`src/hdl/assert_macros.svh`:
```
// assertion macros shared by the decoder modules
// expects clk and arst_n in the scope of each use
`ifndef ASSERT_MACROS_SVH
`define ASSERT_MACROS_SVH

// concurrent check on the rising clock, off while reset is asserted
`define ASSERT_CLK(label, prop) \
	label: assert property (@(posedge clk) disable iff (!arst_n) (prop)) \
		else $error("assertion failed");

// concurrent check on the rising clock, also active during reset
`define ASSERT_ALWAYS(label, prop) \
	label: assert property (@(posedge clk) (prop)) \
		else $error("assertion failed");

`endif

```
`src/hdl/nec_ir_pkg.sv`:
```
// types and constants of the nec ir interval decoder
// no dependencies
`timescale 1ns / 1ps

package nec_ir_pkg;

	// configuration port geometry
	localparam int CFG_W     = 16;
	localparam int CFG_IDX_W = 3;
	localparam int CODE_W    = 32;
	localparam int CNT_W     = 7;

	// register indexes
	typedef enum logic [CFG_IDX_W-1:0] {
		REG_GLITCH_LIMIT  = 3'd0,
		REG_HEADER_LOW    = 3'd1,
		REG_HEADER_HIGH   = 3'd2,
		REG_REPEAT_LOW    = 3'd3,
		REG_REPEAT_HIGH   = 3'd4,
		REG_ONE_THRESHOLD = 3'd5,
		REG_HOLD_TIMEOUT  = 3'd6
	} reg_idx_t;

	// register reset values
	localparam logic [CFG_W-1:0] GLITCH_LIMIT_RST  = 16'd150;
	localparam logic [CFG_W-1:0] HEADER_LOW_RST    = 16'd18000;
	localparam logic [CFG_W-1:0] HEADER_HIGH_RST   = 16'd22500;
	localparam logic [CFG_W-1:0] REPEAT_LOW_RST    = 16'd15000;
	localparam logic [CFG_W-1:0] REPEAT_HIGH_RST   = 16'd18000;
	localparam logic [CFG_W-1:0] ONE_THRESHOLD_RST = 16'd2400;
	localparam logic [CFG_W-1:0] HOLD_TIMEOUT_RST  = 16'd200;

	// frame constants
	localparam logic [CNT_W-1:0] FRAME_INTERVALS = 7'd64;
	localparam logic [7:0]       CHECK_PATTERN   = 8'hFF;

	// result event codes
	typedef enum logic [1:0] {
		EV_NONE   = 2'd0,
		EV_FRAME  = 2'd1,
		EV_REPEAT = 2'd2
	} event_t;

	// configuration bundle
	typedef struct packed {
		logic [CFG_W-1:0] glitch_limit;
		logic [CFG_W-1:0] header_low;
		logic [CFG_W-1:0] header_high;
		logic [CFG_W-1:0] repeat_low;
		logic [CFG_W-1:0] repeat_high;
		logic [CFG_W-1:0] one_threshold;
		logic [CFG_W-1:0] hold_timeout;
	} cfg_t;

	// one result word
	typedef struct packed {
		event_t              event_res;
		logic [CODE_W-1:0]   code;
		logic                hold_active;
	} res_t;

endpackage

```
`src/hdl/nec_ir_interval_decoder.sv`:
```
// nec ir interval decoder top: configuration registers, input register, decode core, result register; needs nec_ir_pkg
// a word taken into the input register passes through the decode core into the result register when stage 1 advances
// throughput: one word per cycle; the input stalls only while stage 1 and the result
// register both hold words and the result side stalls
// reset clears the decode state, hold and pipeline valids and loads the register defaults.
`timescale 1ns / 1ps

module nec_ir_interval_decoder (
	input  logic                                clk,
	input  logic                                arst_n,
	input  logic                                cfg_wr_en,
	input  logic [nec_ir_pkg::CFG_IDX_W-1:0]    cfg_index,
	input  logic [nec_ir_pkg::CFG_W-1:0]        cfg_data,
	input  logic                                item_valid,
	output logic                                item_stall,
	input  logic                                command,
	input  logic [nec_ir_pkg::CFG_W-1:0]        interval,
	output logic                                res_valid,
	input  logic                                res_stall,
	output logic [1:0]                          event_res,
	output logic [nec_ir_pkg::CODE_W-1:0]       code,
	output logic                                hold_active
);
	import nec_ir_pkg::*;

	`include "assert_macros.svh"

	cfg_t               cfg;
	res_t               res_next;
	res_t               res_q;
	logic               res_valid_q;
	logic               valid_s1;
	logic               command_s1;
	logic [CFG_W-1:0]   interval_s1;
	logic               advance_s1;
	logic               accept;

	// configuration registers
	nec_ir_cfg u_cfg (
		.clk       (clk),
		.arst_n    (arst_n),
		.cfg_wr_en (cfg_wr_en),
		.cfg_index (cfg_index),
		.cfg_data  (cfg_data),
		.cfg       (cfg)
	);

	// handshake: stage 1 moves on when the result register is free or drained
	assign advance_s1 = valid_s1 && (!res_valid_q || !res_stall);
	assign item_stall = valid_s1 && !advance_s1;
	assign accept     = item_valid && !item_stall;

	// input register
	always_ff @(posedge clk or negedge arst_n) begin
		if (!arst_n) begin
			valid_s1 <= 1'b0;
		end else if (accept) begin
			valid_s1 <= 1'b1;
		end else if (advance_s1) begin
			valid_s1 <= 1'b0;
		end
	end

	always_ff @(posedge clk) begin
		if (accept) begin
			command_s1  <= command;
			interval_s1 <= interval;
		end
	end

	// decode logic and state
	nec_ir_core u_core (
		.clk      (clk),
		.arst_n   (arst_n),
		.step_en  (advance_s1),
		.command  (command_s1),
		.interval (interval_s1),
		.cfg      (cfg),
		.res      (res_next)
	);

	// result register
	always_ff @(posedge clk or negedge arst_n) begin
		if (!arst_n) begin
			res_valid_q <= 1'b0;
		end else if (advance_s1) begin
			res_valid_q <= 1'b1;
		end else if (!res_stall) begin
			res_valid_q <= 1'b0;
		end
	end

	always_ff @(posedge clk) begin
		if (advance_s1) begin
			res_q <= res_next;
		end
	end

	assign res_valid   = res_valid_q;
	assign event_res   = res_q.event_res;
	assign code        = res_q.code;
	assign hold_active = res_q.hold_active;

	// stall toward the source only while a word waits in stage 1
	`ASSERT_ALWAYS(a_stall_needs_word, item_stall |-> valid_s1)
	// a word that cannot move out of stage 1 stays there
	`ASSERT_CLK(a_s1_held, item_stall |=> valid_s1)
	// a repeat never reports an empty code
	`ASSERT_CLK(a_repeat_code,
		(res_valid_q && (res_q.event_res == EV_REPEAT)) |-> (res_q.code != '0))
	// an idle result carries no code
	`ASSERT_CLK(a_none_zero,
		(res_valid_q && (res_q.event_res == EV_NONE)) |-> (res_q.code == '0))

endmodule

```
`src/hdl/nec_ir_cfg.sv`:
```
// configuration registers of the nec ir decoder
// depends on nec_ir_pkg
`timescale 1ns / 1ps

module nec_ir_cfg (
	input  logic                                clk,
	input  logic                                arst_n,
	input  logic                                cfg_wr_en,
	input  logic [nec_ir_pkg::CFG_IDX_W-1:0]    cfg_index,
	input  logic [nec_ir_pkg::CFG_W-1:0]        cfg_data,
	output nec_ir_pkg::cfg_t                    cfg
);
	import nec_ir_pkg::*;

	cfg_t cfg_q;

	// register writes, unknown indexes ignored
	always_ff @(posedge clk or negedge arst_n) begin
		if (!arst_n) begin
			cfg_q.glitch_limit  <= GLITCH_LIMIT_RST;
			cfg_q.header_low    <= HEADER_LOW_RST;
			cfg_q.header_high   <= HEADER_HIGH_RST;
			cfg_q.repeat_low    <= REPEAT_LOW_RST;
			cfg_q.repeat_high   <= REPEAT_HIGH_RST;
			cfg_q.one_threshold <= ONE_THRESHOLD_RST;
			cfg_q.hold_timeout  <= HOLD_TIMEOUT_RST;
		end else if (cfg_wr_en) begin
			case (reg_idx_t'(cfg_index))
				REG_GLITCH_LIMIT:  cfg_q.glitch_limit  <= cfg_data;
				REG_HEADER_LOW:    cfg_q.header_low    <= cfg_data;
				REG_HEADER_HIGH:   cfg_q.header_high   <= cfg_data;
				REG_REPEAT_LOW:    cfg_q.repeat_low    <= cfg_data;
				REG_REPEAT_HIGH:   cfg_q.repeat_high   <= cfg_data;
				REG_ONE_THRESHOLD: cfg_q.one_threshold <= cfg_data;
				REG_HOLD_TIMEOUT:  cfg_q.hold_timeout  <= cfg_data;
				default: begin
				end
			endcase
		end
	end

	assign cfg = cfg_q;

endmodule

```
`src/hdl/nec_ir_core.sv`:
```
// decode state and single-pass next-state logic of the nec ir decoder
// depends on nec_ir_pkg and assert_macros.svh
`timescale 1ns / 1ps

module nec_ir_core (
	input  logic                           clk,
	input  logic                           arst_n,
	input  logic                           step_en,
	input  logic                           command,
	input  logic [nec_ir_pkg::CFG_W-1:0]   interval,
	input  nec_ir_pkg::cfg_t               cfg,
	output nec_ir_pkg::res_t               res
);
	import nec_ir_pkg::*;

	`include "assert_macros.svh"

	logic                collecting_q, collecting_d;
	logic [CNT_W-1:0]    cnt_q, cnt_d, cnt_inc;
	logic [CODE_W-1:0]   shift_q, shift_d;
	logic [CODE_W-1:0]   last_q, last_d;
	logic                hold_q, hold_d;
	logic [CFG_W-1:0]    elapsed_q, elapsed_d, elapsed_inc;
	logic                in_repeat, in_header;

	// saturating millisecond count and interval counter step
	assign elapsed_inc = (elapsed_q != {CFG_W{1'b1}}) ? elapsed_q + 1'b1 : elapsed_q;
	assign cnt_inc     = cnt_q + 1'b1;

	// window compares for idle intervals
	assign in_repeat = (interval >= cfg.repeat_low) && (interval < cfg.repeat_high);
	assign in_header = (interval >= cfg.header_low) && (interval <= cfg.header_high);

	// next state and result for one word
	always_comb begin
		collecting_d  = collecting_q;
		cnt_d         = cnt_q;
		shift_d       = shift_q;
		last_d        = last_q;
		hold_d        = hold_q;
		elapsed_d     = elapsed_q;
		res.event_res = EV_NONE;
		res.code      = '0;

		if (command) begin
			elapsed_d = elapsed_inc;
			if (hold_q && (elapsed_inc > cfg.hold_timeout)) begin
				hold_d = 1'b0;
			end
		end else if (interval > cfg.glitch_limit) begin
			if (collecting_q) begin
				cnt_d = cnt_inc;
				// even intervals after the header carry the bits, lsb first
				if (!cnt_inc[0] && (interval > cfg.one_threshold)) begin
					shift_d[cnt_q[5:1]] = 1'b1;
				end
				if (cnt_inc >= FRAME_INTERVALS) begin
					if ((shift_d[23:16] ^ shift_d[31:24]) == CHECK_PATTERN) begin
						res.event_res = EV_FRAME;
						res.code      = shift_d;
						last_d        = shift_d;
						hold_d        = 1'b1;
						elapsed_d     = '0;
					end
					collecting_d = 1'b0;
					cnt_d        = '0;
				end
			end else if (in_repeat) begin
				// a zero last code means no frame seen yet
				if (last_q != '0) begin
					res.event_res = EV_REPEAT;
					res.code      = last_q;
					hold_d        = 1'b1;
					elapsed_d     = '0;
				end
			end else if (in_header) begin
				collecting_d = 1'b1;
				cnt_d        = '0;
				shift_d      = '0;
			end
		end

		res.hold_active = hold_d && (elapsed_d < cfg.hold_timeout);
	end

	// decode state
	always_ff @(posedge clk or negedge arst_n) begin
		if (!arst_n) begin
			collecting_q <= 1'b0;
			cnt_q        <= '0;
			shift_q      <= '0;
			last_q       <= '0;
			hold_q       <= 1'b0;
			elapsed_q    <= '0;
		end else if (step_en) begin
			collecting_q <= collecting_d;
			cnt_q        <= cnt_d;
			shift_q      <= shift_d;
			last_q       <= last_d;
			hold_q       <= hold_d;
			elapsed_q    <= elapsed_d;
		end
	end

	// idle keeps the interval count cleared
	`ASSERT_CLK(a_idle_cnt_clear, !collecting_q |-> (cnt_q == '0))
	// a stored code always passes the frame check or is still empty
	`ASSERT_CLK(a_last_code_ok,
		(last_q == '0) || ((last_q[23:16] ^ last_q[31:24]) == CHECK_PATTERN))

endmodule
```
`config.mk`:
```
export PLATFORM = sky130hd
export DESIGN_NAME = nec_ir_interval_decoder
export DESIGN_NICKNAME = d
export VERILOG_FILES = /design/src/hdl/nec_ir_pkg.sv /design/src/hdl/nec_ir_interval_decoder.sv /design/src/hdl/nec_ir_cfg.sv /design/src/hdl/nec_ir_core.sv
export VERILOG_INCLUDE_DIRS = /design/src /design/src/hdl
export SDC_FILE = /design/constraint.sdc
export NUM_CORES = 1
export LEC_CHECK = 0
export ABC_CLOCK_PERIOD_IN_PS = 9000
export BUFFER_PORTS_ARGS = -buffer_cell sky130_fd_sc_hd__buf_4
export CAP_MARGIN = 30
export CORE_UTILIZATION = 45
export CTS_CLUSTER_SIZE = 28
export DETAILED_ROUTE_END_ITERATION = 10
export HOLD_SLACK_MARGIN = 0.02
export PLACE_DENSITY_LB_ADDON = 0.2
export SLEW_MARGIN = 20
export SYNTH_ARGS = -nofsm -noshare
export SYNTH_HDL_FRONTEND = slang
export SYNTH_SLANG_ARGS = --single-unit
export TNS_END_PERCENT = 10
```
`constraint.sdc`:
```
create_clock -name clk -period 9 [get_ports clk]
set_clock_uncertainty 0.15 [all_clocks]
set_input_delay 0.45 -clock clk [delete_from_list [all_inputs] [get_ports clk]]
set_output_delay 0.45 -clock clk [all_outputs]
set_load 0.02 [all_outputs]
```
### Word level (Yosys, flattened, before mapping)

Index checks and enable logic that the tools add are counted.
Widths: inputs -> output; s select.

* register bits after elaboration: 255
* input port bits: 41
* output and inout port bits: 37
* word-level logic and storage cells: 119

* $add $sub $neg: 2
* magnitude comparators: 11
* equality and inequality tests: 10
* mux-type cells: 42
* bitwise gates (word level): 4
* reduce and logical (&&, ||, !) cells: 30

Operators with widths (count)
* $mux 32: 7
* $mux 34: 4
* $mux 16: 8
* $gt 16x16->1: 3
* $mux 33: 1
* $ge 16x16->1: 2
* $lt 16x16->1: 2
* $or 32x32->32: 1
* $reduce_bool 32->1: 1
* $mux 7: 4
* $mux 1: 17
* $add 16x1->16 const B: 1
* $le 16x16->1: 1
* $ne 16x16->1 const B: 1
* $reduce_and 2->1: 7
* $eq 3x3->1 const B: 3
* $logic_and 1x1->1: 9
* $eq 8x8->1 const B: 1
* $xor 8x8->8: 1
* $add 7x1->7 const B: 1
* $ge 7x7->1 const B: 1
* $eq 3x2->1 const B: 2
* $lt 5x6->1 const B: 1
* $reduce_and 6->1: 1
* 12 further kinds: 19

### Logic depth before layout (Yosys ltp)

* depth after elaboration: 18
* depth in mapped cells: 23
* gate-level depth less buffers: 21

### Cells and area by module

A second synthesis with hierarchy kept.

* cells, all modules: 1324
* area, all modules: 14303.7 sq um

By module, submodules not included
* nec_ir_core: times used 1, cells each 1019, area each 8299.2 sq um, sequential area each 2227.1 sq um
* nec_ir_cfg: times used 1, cells each 245, area each 4350.4 sq um, sequential area each 2849.0 sq um
* nec_ir_interval_decoder: times used 1, cells each 60, area each 1654.1 sq um, sequential area each 1611.5 sq um

### Worst setup path after synthesis

OpenSTA, ideal clock, no wires.

* path type: reg2reg
* start point: register u_cfg.cfg_q, in the netlist u_cfg.cfg[27]
* end point: register res_q, in the netlist hold_active, data pin
* library setup time: 0.154 ns
* data arrival time: 4.232 ns
* data required time: 8.696 ns
* slack: 4.464 ns
* cell stages (with the launch flop): 23
* buffers on the path: 2
* period minus slack after synthesis: 4.536 ns
* cells stage by stage: dfstp_2 > inv_1 > ha_1 > nand4_1 > a2111o_1 > a31oi_4 > and2_1 > buf_6 > a211oi_2 > nor3_1 > nand3_1 > nand2_1 > buf_2 > nor2_1 > ha_1 > a21o_1 > a21o_1 > a21oi_1 > nor2_1 > a211oi_1 > o221ai_1 > a31oi_1 > a21boi_0

RTL lines
* start, declared: RTL line nec_ir_cfg.sv:15 `cfg_t cfg_q;`
* end signal, assigned: RTL line nec_ir_interval_decoder.sv:95 `res_q <= res_next;`
* end, declared: RTL line nec_ir_interval_decoder.sv:30 `res_t res_q;`

==> flow_summary.ini <==
[run_status]
status = finished, final reports clean

[cts]
cts_htree_levels = 1
clock_latency_ns = 0.55
cts.sinks = 255
cts-root-buf = clkbuf_16
cts_buffers = 29
cts_buffer_depth = 3
clk_pin_slew_ns = 0.06
cts_tree = built

[power_and_ir_drop]
internal-power_w = 0.00244
swShare_pct = 32.0
power_density_mw_per_mm2 = 221
power_w = 0.00360
seqPwrFrac_pct = 42.1
p_leak_nw = 7.36
power_frac_comb_pct = 26.0
clkPwrFrac_pct = 32.0
peakVddDrop_mv = 0.159
p_sw_w = 0.00115

[grt]
overflow = 0
grt_antenna_before_repair = 0
grt_max_degree = 95
grt_pass1_vias = 10643
grt_pass1_wl_um = 57900
track_usage_pct = 23.1

[setup_path]
rr_endpoint = hold_active$_DFFE_PP_
worst_ep_arrival_time_ns = 5.82
crit_chain = ha_1, nand4_1, a2111o_1, a31oi_4, and2_1, a211oi_2, nor3_1, nand3_1, nand2_1, nor2_1, ha_1, a21o_1, a21o_1, a21oi_1, nor2_1, a211oi_1, o221ai_1, a31oi_1, a21boi_0
worstSetupStartpointType = flop
reg2reg_from = interval_s1[11]$_DFFE_PP_
required_ns = 9.24
r2r_cells = 19
max_stage_delay_ns = 0.50
cp-end-kind = flop
critPathKind = reg -> reg
rrSetupSlack_ns = 3.42
critPathMaxFanout = 18
cpMaxStageDelayCell = edfxtp_1

[floorplanning]
core_mm2 = 0.0307
ios = 78
die_h_um = 179
initial_core_util_pct = 45.9
die_w_um = 179
placementRows = 64
fp.dieArea_mm2 = 0.0320

[synthesis]
synth.top_cell.area_share_pct = 29.5
ys_seq_area_share_pct = 47.5
yosysUniqueCellTypes = 71
synth.cells.most_frequent = 169 x nand2_1, 166 x dfrtp_1, 155 x o21ai_0, 128 x ha_1, 124 x inv_1
synth_area_per_cell_um2 = 9.85
syn_area_mm2 = 0.0141
yosysTopAreaCell = dfrtp_1
syn_inst = 1430
ys.flop_type = dfrtp_1
synth_most_common_cell = nand2_1
ys_seq_elements = 255
synth_edf_count = 52
async_flop_share_pct = 79.6
synth_nets = 1599
synth_area_leaders = dfrtp_1 29%, ha_1 11%, edfxtp_1 11%
ys_warn_count = 0

[timing]
drv_slew = 0
worst_slack_ns = 3.42
slew_headroom_pct = 43.6
report.final.hold_viol_count = 0
min_period_ns = 5.58
setup_viol = 0
timing.fmax_ghz = 0.179
setup_tns_ns = 0
rsz0062_at_grt = false
fin_crit_sh_pct = 62.0
tightest_slew_ns = 0.840

[final_layout]
final_core_util_pct = 53.0
stdcell_count = 1935
final_nets = 1685
drive_gt1_share_pct = 16.4
fillers = 2768
seq_area_mm2 = 0.00669
multiInputGateArea_mm2 = 0.00666
areaGrowthSynthToFinish_pct = 15.3
antenna_cells = 0

[placement]
placedCellCount = 1854
port_buffers = 77
dp_slack_ns = 3.50
gp_congestion = 0.908
place_hpwl_um = 25800

[drt]
antenna_left = 0
wire_per_inst_um = 18.5
drt-total-wl_um = 35800
drt-initial-drc-count = 828
drc = 0
vias_per_cell = 5.57
first_pass_iters = 5
vias = 10774

[worst_hold_path]
hp-class = in -> reg
min_from = cfg_data[5]
whs_endpoint = u_cfg.cfg[69]$_DFFE_PN1P_
hold_depth = 3

[run]
maxCapViolations = 0
## cells by family (layout without fill, tap and decap cells)
| kind of cell | Yosys count | after routing | synth area share, % |
|---|---|---|---|
| multiplexers | 70 | 70 | 5.54 |
| flip-flops | 255 | 255 | 47.5 |
| adder cells (fa/ha/maj) | 128 | 128 | 11.4 |
| AND/OR/NAND/NOR | 404 | 404 | 13.5 |
| XOR/XNOR | 22 | 22 | 1.37 |
| buffers and inverters | 191 | 300 | 5.44 |
| AO/OA/AOI/OAI | 360 | 360 | 15.3 |
## sequential cells by signal, indices dropped and copies added (netlist names)
signal and cells:
interval_s1 16, hold_active 1, code 32, event_res 2
valid_s1 1, u_cfg.cfg 112, u_core.elapsed_q 16, res_valid 1
command_s1 1, u_core.last_q 32, u_core.shift_q 32, u_core.hold_q 1
u_core.cnt_q 7, u_core.collecting_q 1
## cell type report
type / instances / share of cell area, %
sequential: 255 / 41.2
clock buffer: 41 / 4.93
clock inverter: 13 / 0.778
inverter: 125 / 2.89
multi-input combinational: 984 / 41.0
tap: 396 / 3.05
timing repair buffer: 121 / 6.21
## critical path, delay by kind of cell, from the launching register on
kind	cells	cell delay, ns
AOI/OAI and AO/OA	10	2.27
and+or+nand+nor	7	1.82
adders and majority gates	2	0.69
DFF	1	0.50
## metal layers
metal  GRT usage, %  wire length, um  vias up
met5              0                0        -
met4           5.16              744        0
met3           2.40             1220       51
met2           38.4            17000      225
met1           32.4            16800     5263
li1               -                -     5235
## placed cells by master (no fill, tap or decap), types with 13 or more instances in the layout
cell type      count
mux2i_1           15
nand3_1           21
nand2_1          169
dlygate4sd3_1     26
nor3_1            16
dfstp_2           37
buf_4             90
xor2_1            13
nand4_1           36
a21o_1            31
ha_1             128
edfxtp_1          52
a21oi_1          101
o21ai_0          155
clkbuf_16         29
nor2_1            82
mux2_2            54
inv_1            124
dfrtp_1          166
## worst max path at each step
stage	slack, ns	to	from
after detailed placement	3.50	hold_active$_DFFE_PP_	interval_s1[11]$_DFFE_PP_
after global routing	3.05	hold_active$_DFFE_PP_	u_cfg.cfg[27]$_DFFE_PN1P_
after floorplan	4.46	hold_active$_DFFE_PP_	u_cfg.cfg[27]$_DFFE_PN1P_
after CTS	3.47	hold_active$_DFFE_PP_	interval_s1[11]$_DFFE_PP_
after global placement	3.66	hold_active$_DFFE_PP_	u_cfg.cfg[27]$_DFFE_PN1P_
final	3.42	hold_active$_DFFE_PP_	interval_s1[11]$_DFFE_PP_
## per-stage QoR
stage	hold WS (ns)	instance area, um2
4_1_cts	0.0213	16200
3_5_place_dp	0.335	15000
3_3_place_gp	0.327	15000
6_report	0.0349	16200
5_1_grt	0.0379	16200
2_1_floorplan	0.00441	14100
## what timing repair did
action,in CTS,in global routing
endpoints found under the hold margin,102,0
hold buffers,26,0
resized for setup,0,0
buffers inserted,0,0
## power groups by stage
stage          combinational (W)  sequential (W)  clock (W)
2_1_floorplan           0.000685         0.00147          0
3_3_place_gp            0.000894         0.00152          0
3_5_place_dp            0.000916         0.00153          0
4_1_cts                 0.000934         0.00151    0.00118
5_1_grt                  0.00106         0.00154    0.00122
6_report                0.000934         0.00151    0.00115
Note: power is estimated with default switching activity, not from simulation.
